File: src/vlcp_pkg.sv
// Shared types and constants of the variable-length code packer.
`default_nettype none

package vlcp_pkg;

  localparam int WORD_BITS     = 32;
  localparam int MAX_CODE_BITS = 16;
  localparam int LEN_W         = 5;
  localparam int FILL_W        = 5;
  localparam int TOTAL_W       = 6;
  localparam int QUEUE_DEPTH   = 4;

  localparam logic                     MODE_APPEND  = 1'b0;
  localparam logic                     MODE_FINISH  = 1'b1;
  localparam logic [MAX_CODE_BITS-1:0] FRAME_MARKER = 16'hFFFF;
  localparam logic [LEN_W-1:0]         MARKER_LEN   = 5'd16;
  localparam logic [WORD_BITS-1:0]     START_WORD   = {FRAME_MARKER, 16'd0};
  localparam logic [FILL_W-1:0]        START_FILL   = 5'd16;

  typedef struct packed {
    logic                     mode;
    logic [MAX_CODE_BITS-1:0] code;
    logic                     two_bit_min;
  } in_item_t;

  typedef struct packed {
    logic [WORD_BITS-1:0] word;
    logic                 last_of_frame;
  } out_item_t;

  typedef struct packed {
    logic                     finish;
    logic [MAX_CODE_BITS-1:0] bits;
    logic [LEN_W-1:0]         len;
  } q_entry_t;

endpackage

`default_nettype wire

File: src/vlcp_front.sv
// Front end: turns an input item into a queue entry with its bit length.
`default_nettype none

module vlcp_front (
  input  vlcp_pkg::in_item_t in_item,
  output vlcp_pkg::q_entry_t entry
);

  function automatic logic [vlcp_pkg::LEN_W-1:0] code_len(
    input logic [vlcp_pkg::MAX_CODE_BITS-1:0] value,
    input logic                               two_min
  );
    logic [vlcp_pkg::LEN_W-1:0] n;
    n = 5'd1;
    for (int i = 1; i < vlcp_pkg::MAX_CODE_BITS; i++) begin
      if (value[i]) n = 5'(i + 1);
    end
    // with two_min set, codes 0 and 1 widen to two bits
    if (two_min && (value[vlcp_pkg::MAX_CODE_BITS-1:1] == '0)) n = 5'd2;
    return n;
  endfunction

  always_comb begin
    if (in_item.mode == vlcp_pkg::MODE_FINISH) begin
      entry.finish = 1'b1;
      entry.bits   = vlcp_pkg::FRAME_MARKER;
      entry.len    = vlcp_pkg::MARKER_LEN;
    end else begin
      entry.finish = 1'b0;
      entry.bits   = in_item.code;
      entry.len    = code_len(in_item.code, in_item.two_bit_min);
    end
  end

endmodule

`default_nettype wire

File: src/vlcp_queue.sv
// Small FIFO between the front end and the packing back end.
`default_nettype none

module vlcp_queue #(
  parameter int DEPTH = vlcp_pkg::QUEUE_DEPTH
) (
  input  wire                clk,
  input  wire                rst_n,
  input  wire                push,
  input  vlcp_pkg::q_entry_t push_data,
  output logic               full,
  input  wire                pop,
  output vlcp_pkg::q_entry_t pop_data,
  output logic               empty
);

  localparam int AW = $clog2(DEPTH);
  localparam int CW = $clog2(DEPTH + 1);

  vlcp_pkg::q_entry_t mem_r [DEPTH];
  logic [AW-1:0] wr_ptr_r, wr_ptr_nxt;
  logic [AW-1:0] rd_ptr_r, rd_ptr_nxt;
  logic [CW-1:0] count_r, count_nxt;

  assign full     = (count_r == CW'(DEPTH));
  assign empty    = (count_r == '0);
  assign pop_data = mem_r[rd_ptr_r];

  always_comb begin
    wr_ptr_nxt = wr_ptr_r;
    rd_ptr_nxt = rd_ptr_r;
    count_nxt  = count_r;
    if (push) wr_ptr_nxt = wr_ptr_r + 1'b1;
    if (pop)  rd_ptr_nxt = rd_ptr_r + 1'b1;
    if (push && !pop)      count_nxt = count_r + 1'b1;
    else if (!push && pop) count_nxt = count_r - 1'b1;
  end

  always_ff @(posedge clk) begin
    if (!rst_n) begin
      wr_ptr_r <= '0;
      rd_ptr_r <= '0;
      count_r  <= '0;
    end else begin
      wr_ptr_r <= wr_ptr_nxt;
      rd_ptr_r <= rd_ptr_nxt;
      count_r  <= count_nxt;
    end
  end

  always_ff @(posedge clk) begin
    if (push) mem_r[wr_ptr_r] <= push_data;
  end

  a_count_bound: assert property (@(posedge clk) disable iff (!rst_n)
    count_r <= CW'(DEPTH))
    else $error("queue count above depth");

  a_no_pop_empty: assert property (@(posedge clk) disable iff (!rst_n)
    !(pop && empty))
    else $error("queue popped while empty");

endmodule

`default_nettype wire

File: src/vlcp_back.sv
// Back end: packs queued codes into words and drives the output register.
`default_nettype none

module vlcp_back (
  input  wire                 clk,
  input  wire                 rst_n,
  input  wire                 q_valid,
  input  vlcp_pkg::q_entry_t  entry,
  output logic                q_pop,
  output logic                out_valid,
  output vlcp_pkg::out_item_t out_data,
  input  wire                 out_stall
);

  logic [vlcp_pkg::WORD_BITS-1:0] pending_r, pending_nxt;
  logic [vlcp_pkg::FILL_W-1:0]    fill_r, fill_nxt;
  logic                           second_r, second_nxt;
  logic [vlcp_pkg::WORD_BITS-1:0] second_word_r, second_word_nxt;
  logic                           out_valid_r, out_valid_nxt;
  vlcp_pkg::out_item_t            out_data_r, out_data_nxt;

  logic                           load_en;
  logic [vlcp_pkg::TOTAL_W-1:0]   total;
  logic [47:0]                    shifted;
  logic [47:0]                    acc;
  logic                           word_full;
  logic [vlcp_pkg::WORD_BITS-1:0] hi_word;
  logic [vlcp_pkg::WORD_BITS-1:0] lo_word;
  logic [vlcp_pkg::FILL_W-1:0]    rem;

  assign load_en   = !out_valid_r || !out_stall;
  assign total     = {1'b0, fill_r} + {1'b0, entry.len};
  assign shifted   = {32'd0, entry.bits} << (6'd48 - total);
  assign acc       = {pending_r, 16'd0} | shifted;
  assign word_full = total[5];
  assign hi_word   = acc[47:16];
  assign lo_word   = {acc[15:0], 16'd0};
  assign rem       = total[4:0];

  assign out_valid = out_valid_r;
  assign out_data  = out_data_r;

  always_comb begin
    pending_nxt     = pending_r;
    fill_nxt        = fill_r;
    second_nxt      = second_r;
    second_word_nxt = second_word_r;
    out_valid_nxt   = out_valid_r;
    out_data_nxt    = out_data_r;
    q_pop           = 1'b0;
    if (load_en) begin
      out_valid_nxt = 1'b0;
      if (second_r) begin
        // drain the padded tail word of a finish
        out_valid_nxt = 1'b1;
        out_data_nxt  = '{word: second_word_r, last_of_frame: 1'b1};
        second_nxt    = 1'b0;
      end else if (q_valid) begin
        q_pop = 1'b1;
        if (!entry.finish) begin
          if (word_full) begin
            out_valid_nxt = 1'b1;
            out_data_nxt  = '{word: hi_word, last_of_frame: 1'b0};
            pending_nxt   = lo_word;
          end else begin
            pending_nxt = hi_word;
          end
          fill_nxt = rem;
        end else begin
          pending_nxt   = vlcp_pkg::START_WORD;
          fill_nxt      = vlcp_pkg::START_FILL;
          out_valid_nxt = 1'b1;
          if (word_full) begin
            out_data_nxt = '{word: hi_word, last_of_frame: (rem == '0)};
            if (rem != '0) begin
              second_nxt      = 1'b1;
              second_word_nxt = lo_word;
            end
          end else begin
            out_data_nxt = '{word: hi_word, last_of_frame: 1'b1};
          end
        end
      end
    end
  end

  always_ff @(posedge clk) begin
    if (!rst_n) begin
      pending_r   <= vlcp_pkg::START_WORD;
      fill_r      <= vlcp_pkg::START_FILL;
      second_r    <= 1'b0;
      out_valid_r <= 1'b0;
    end else begin
      pending_r   <= pending_nxt;
      fill_r      <= fill_nxt;
      second_r    <= second_nxt;
      out_valid_r <= out_valid_nxt;
    end
  end

  always_ff @(posedge clk) begin
    second_word_r <= second_word_nxt;
    out_data_r    <= out_data_nxt;
  end

  a_pending_clean: assert property (@(posedge clk) disable iff (!rst_n)
    (pending_r << fill_r) == '0)
    else $error("pending word has bits below fill position");

  a_hold_on_tail: assert property (@(posedge clk) disable iff (!rst_n)
    !(second_r && q_pop))
    else $error("queue popped while tail word waits");

  a_tail_is_last: assert property (@(posedge clk) disable iff (!rst_n)
    (second_r && load_en) |=> (out_valid_r && out_data_r.last_of_frame))
    else $error("tail word not marked last");

  a_stall_holds: assert property (@(posedge clk) disable iff (!rst_n)
    (out_valid_r && out_stall) |=> (out_valid_r && $stable(out_data_r)))
    else $error("output word changed under stall");

endmodule

`default_nettype wire

File: src/variable_length_code_packer_top.sv
// Top level of the MSB-first variable-length code packer.
//
//   channel | ports                         | moves
//   --------+-------------------------------+-------------------------------
//   input   | in_valid, in_stall, in_data   | one code or finish per word
//   output  | out_valid, out_stall, out_data| one packed 32-bit word
//
// Codes flow at one per cycle while out_stall is low and no tail word waits.
// A finish that spills past a word yields two output words; the back end
// holds the queue for the tail word. Items pass queue, then output register.
// Reset loads the start marker (fill 16) and empties queue and output.
// in_stall rises when the queue is full: under output backpressure, or after
// several finish tail words at full input rate.
`default_nettype none

module variable_length_code_packer_top #(
  parameter int QUEUE_DEPTH = vlcp_pkg::QUEUE_DEPTH
) (
  input  wire                 clk,
  input  wire                 rst_n,
  input  wire                 in_valid,
  output logic                in_stall,
  input  vlcp_pkg::in_item_t  in_data,
  output logic                out_valid,
  input  wire                 out_stall,
  output vlcp_pkg::out_item_t out_data
);

  vlcp_pkg::q_entry_t front_entry;
  vlcp_pkg::q_entry_t back_entry;
  logic               q_full;
  logic               q_empty;
  logic               q_pop;
  logic               q_push;

  assign in_stall = q_full;
  assign q_push   = in_valid && !q_full;

  vlcp_front u_front (
    .in_item (in_data),
    .entry   (front_entry)
  );

  vlcp_queue #(
    .DEPTH (QUEUE_DEPTH)
  ) u_queue (
    .clk       (clk),
    .rst_n     (rst_n),
    .push      (q_push),
    .push_data (front_entry),
    .full      (q_full),
    .pop       (q_pop),
    .pop_data  (back_entry),
    .empty     (q_empty)
  );

  vlcp_back u_back (
    .clk       (clk),
    .rst_n     (rst_n),
    .q_valid   (!q_empty),
    .entry     (back_entry),
    .q_pop     (q_pop),
    .out_valid (out_valid),
    .out_data  (out_data),
    .out_stall (out_stall)
  );

endmodule

`default_nettype wire

File: config.mk
export PLATFORM = sky130hd
export DESIGN_NAME = variable_length_code_packer_top
export DESIGN_NICKNAME = d
export VERILOG_FILES = /design/src/vlcp_pkg.sv /design/src/vlcp_front.sv /design/src/vlcp_queue.sv /design/src/vlcp_back.sv /design/src/variable_length_code_packer_top.sv
export SDC_FILE = /design/constraint.sdc
export NUM_CORES = 1
export LEC_CHECK = 0
export BUFFER_PORTS_ARGS = -buffer_cell sky130_fd_sc_hd__buf_2
export CAP_MARGIN = 30
export CORE_ASPECT_RATIO = 0.75
export CORE_UTILIZATION = 40
export CTS_CLUSTER_DIAMETER = 100
export DETAILED_ROUTE_END_ITERATION = 7
export SLEW_MARGIN = 20
export SYNTH_ARGS = -nofsm -noshare
export SYNTH_HDL_FRONTEND = slang
export SYNTH_SLANG_ARGS = --single-unit
File: constraint.sdc
create_clock -name clk -period 7.9 [get_ports clk]
set_input_delay 0.395 -clock clk [delete_from_list [all_inputs] [get_ports clk]]
set_output_delay 0.395 -clock clk [all_outputs]
set_load 0.01 [all_outputs]
; ---- Word-level counts from Yosys, hierarchy flattened
; Memories as Yosys holds them, arrays and structs flattened. A register that Yosys moved wholly into a read port is not among the register bits.
; Index checks and enable logic that the tools add are counted.
; Widths: inputs -> output; s select.
[totals]
regBits = 95
latchBits = 0
mem_bits_rw = 88
rom_bits = 0
output_inout_bits = 35
wordCells = 86
memories = 1
[op_classes]
addsub = 6
n_mul = 0
div = 0
order_cmp = 0
eq_ne = 2
shift = 1
muxes = 43
bitwise_logic = 3
n_reduce_logical = 19
[mem_list]
columns = memory, words, width, read_ports, rd_clocked_by_memory_dff, wr, line_no
row1 = u_queue.mem_r, 4, 22, 1, 1, 1, vlcp_queue.sv:20  ; vlcp_pkg::q_entry_t mem_r [DEPTH];
[op_table]
columns = cell, count
row1 = $mux 33, 4
row2 = $mux 32, 2
row3 = $or 48x48->48, 1
row4 = $shl 16x6->48, 1
row5 = $mux 4, 8
row6 = $mux 22, 1
row7 = $mux 3, 6
row8 = $logic_not 15->1, 1
row9 = $mux 1, 15
row10 = $mux 5, 3
row11 = $mux 2, 4
row12 = $add 5x5->6, 1
row13 = $reduce_and 3->1, 2
row14 = $reduce_and 6->1, 1
row15 = $sub 6x6->6 const A, 1
row16 = $logic_not 1->1, 5
row17 = $logic_not 5->1, 1
row18 = $reduce_bool 5->1, 1
row19 = $add 2x1->2 const B, 2
row20 = $logic_and 1x1->1, 4
row21 = $add 3x1->3 const B, 1
row22 = $eq 3x3->1 const B, 1
row23 = $logic_not 3->1, 1
row24 = $reduce_bool 3->1, 1
row25 = other kinds (5), 6

; ---- Longest topological paths before layout
[logic_depth]
depth_word = 17
depth_mapped = 19

; ---- Hierarchy
; Synthesis repeated with hierarchy kept, for this count alone.
[hier_totals]
cells_unflattened = 763
hier_area_um2 = 9362.7
[by_module_without_submodules]
columns = module, instances, cells_per_inst, area_per_inst_um2, seq_area_each_um2
row1 = vlcp_back, 1, 556, 5432.7, 2252.2
row2 = vlcp_queue, 1, 157, 3623.5, 2822.7
row3 = vlcp_front, 1, 48, 289.0, 0.0
row4 = variable_length_code_packer_top, 1, 2, 17.5, 0.0

; ---- Worst setup path before layout
; OpenSTA, ideal clock, no wires.
[synth_timing]
path_kind = register to register
from = register (tool-made name)
to = register u_back.out_data_r (netlist bit u_back.out_data[12]) (data pin)
setup_ns = 0.266
t_arrival_ns = 4.805
required_ns = 7.634
slack_ns = 2.829
path_stages_with_launch = 17
path_cell_list = dfxtp_1 -> buf_4 -> buf_4 -> buf_2 -> mux4_2 -> ha_1 -> fa_1 -> inv_1 -> ha_1 -> buf_1 -> buf_2 -> mux4_2 -> mux4_2 -> a221oi_2 -> nor2_1 -> a211oi_1 -> nor2_1
[synth_lines]
columns = item, line_no
row1 = "end signal, assigned", vlcp_back.sv:103  ; out_data_r <= out_data_nxt;
row2 = "end, declared", vlcp_back.sv:20  ; vlcp_pkg::out_item_t out_data_r, out_data_nxt;

==> impl_results.md <==
* Clock sink count at 185
* Die Ht at between 100 and 150 um
* IO Port Bufs at 56
* Fin Clk Skew at between 0.01 and 0.015 ns
* Hold Crit Start: in_data[12]
* Predominant post-synthesis flop cell: edfxtp_1
* Most common cell after layout, fill and taps aside: edfxtp_1
* Inserted Clock Buffers at 17
* Syn Nets at approximately 830
* Post-synth EDFFs at 137
* CP Data Required Time at approximately 8.1 ns
* Post-CTS Setup Repair Bufs at 0
* # fillers at about 2100
* Total track usage at about a fifth
* Finished Layout Cells at between 1000 and 1500
* Worst-skew pair later-pin latency at around 0.43 ns
* Final Hold Fails at 0
* Net count, final at between 800 and 900
* CTS-repair resized insts at 0
* Vias in the first global route at 6461
* Setup_tns at 0 ns
* Antenna violations before repair at 0
* Mux cell area share after synthesis at 14.6%
* Ratio of cells with drive above 1 in the final layout at between 20 and 25%
* Final wirelength at 24100 um
* Row count at between 40 and 50
* Drt first-iter violations at about 840
* Buf+Inv Stages, Crit Path at 4
* Die width at approximately 180 um
* Number of diodes at 0
* Drt first pass iters at 7
* Largest family of logic cells by synthesized area: multiplexers
* Syn Area/Cell at between 10 and 15 sq um
* DR vias/cell at ~5.9
* CTS tree: done
* RSZ-0062 raised after global routing: false
* Synth Area in XOR/XNOR at 1.11%
* Final setup margin at between 2 and 2.5 ns
* Die ar. at around 24000 sq um
* Post-Route Utilization at about 46%
* Yosys cell types at 76
* Starting Density at around two fifths
* Place WS at approximately 2.4 ns
* Via count at 6800
* Fmax at 183 MHz
* Synth Area in Simple Gates at about an eighth
* Adder-cell area share of the yosys netlist at about 2.1%
* Setup Crit Path Kind: reg -> reg
* Placed cell count at roughly 1100
* Min Clock Period, post-route at 5.47 ns
* Post-DRT Antenna Nets at 0
* Final period utilization at 69.3%
* CP delay by family, top: multiplexers
* Core area at between 20000 and 25000 sq um
* CP max FO at 44
* Compound-Gate Fraction of Synth Area at a little over an eighth
* DR WL/cell at about 21 um
* Status: finished, violations left
* Synthesized instance count at 795
* Violated checks: design-rule violations
* Worst-path cell chain: buf_4 > mux4_2 > fa_1 > inv_1 > ha_1 > inv_2 > mux4_2 > inv_1 > mux4_2 > a2bb2oi_2 > o21ai_1 > a21oi_1 > nor2_1
* Setup crit end kind: flip-flop
* Crit-path most repeated cell: mux4_2
* CP Launch Type: flip-flop
* Least-Margin Pin Slew at 0.916 ns
* GP Congestion at 0.894
* Clock H-tree levels at 4
* Io pins at 57
* Slowest stage delay, CP at ~0.86 ns
* Most frequent cells in the layout: 137 x edfxtp_1, 73 x nor2_1, 56 x buf_2
* Largest net degree at the start of global routing at 45
* Max-slew violations at 0
* Clock transition at path regs at approximately 0.07 ns
* First-pass GRT wire length at between 30000 and 40000 um
* Grt ovf at 0
* Hold Crit Class: in -> reg
* Hold buffers post-CTS at 0
* Max_cap viols at 0
* Post-DP HPWL at around 17000 um
* Residual DRC at 5
* Final setup viols at 0
* Mapped Area at approximately 9500 sq um
* Register area share after synthesis at a little over half
* Slew headroom at 38.9%
* Yosys warns at 0
* Yosys reg bits at approximately 190
* Worst path slowest cell: ha_1
* Worst-case clock buffer depth at 2
* Area grow syn2layout at 12.4%
* WP data arrival at around 5.6 ns
* Ys async rst share at 0%
* Root buffer cell: clkbuf_16
## synth_stat cells, types with 10 or more instances
cell,count,share of area [%]
a21oi_1,51,2.7
a31oi_1,13,0.86
and2_1,21,1.4
clkbuf_1,29,1.1
dfxtp_1,48,10
edfxtp_1,137,43
ha_1,12,1.6
inv_1,18,0.71
mux2_2,15,1.8
mux2i_1,47,5.0
mux4_2,32,7.6
nand2_1,52,2.1
nand3_1,18,0.95
nor2_1,73,2.9
nor3_1,24,1.3
nor3b_1,10,0.79
o21a_1,11,0.87
o21ai_0,11,0.58
o21ai_1,12,0.63
o221ai_1,11,1.0
or2_2,18,1.2
## area by class of cell
class,instances,area [sq um],area share [%]
clock buffers,20,437,4.10
clock inverters,12,118,1.10
inverters,21,78.8,0.739
multi-input cells,543,4150,39.0
flip-flops and latches,185,5080,47.6
well taps,300,375,3.52
repair buffers,71,424,3.98
## cell families (layout without fill, tap and decap cells)
logic type,Yosys count,in the layout
and+or+nand+nor,243,243
DFF,185,185
AOI/OAI and AO/OA,181,181
muxes,95,95
buffers and inverters,67,124
adders and majority gates,15,15
xor gates and xnor gates,9,9
## worst paths after layout
check	slack (ns)	end	depth (start not counted)
setup / recovery	2.43	u_back.out_data[11]$_SDFFCE_PP0P_	13
hold / removal	0.30	u_queue.mem_r[2][16]$_DFFE_PP_	2
setup reg to reg	2.43	u_back.out_data[11]$_SDFFCE_PP0P_	13
hold reg to reg	0.46	u_back.pending_r[5]$_SDFFE_PN0P_	2
## routing by layer
| layer | vias to the layer above | track usage [%] | routed length, um |
|---|---|---|---|
| met2 | 277 | 29.8 | 10400 |
| li1 | 3132 | - | - |
| met5 | - | 0 | 0 |
| met4 | 0 | 5.56 | 272 |
| met3 | 25 | 4.73 | 1920 |
| met1 | 3366 | 30.5 | 11600 |
## state kept, by name (all words and copies together) (netlist names), named ones only
name                  flops
u_back.second_r           1
u_back.second_word_r     16
u_back.pending_r         32
u_back.out_data          33
u_queue.wr_ptr_r          2
u_queue.rd_ptr_r          2
u_queue.mem_r            88
u_queue.count_r           3
u_back.out_valid          1
u_back.fill_r             5
## per-stage QoR
| step | hold WS (ns) | area, sq um |
|---|---|---|
| after floorplan | 0.434 | 9490 |
| after global placement | 0.445 | 10000 |
| after detailed placement | 0.447 | 10100 |
| after CTS | 0.282 | 10600 |
| after global routing | 0.290 | 10700 |
| final | 0.295 | 10700 |
Power is not shown: default switching activity piles up to over one toggle a cycle in this logic, so the estimate is an artifact.
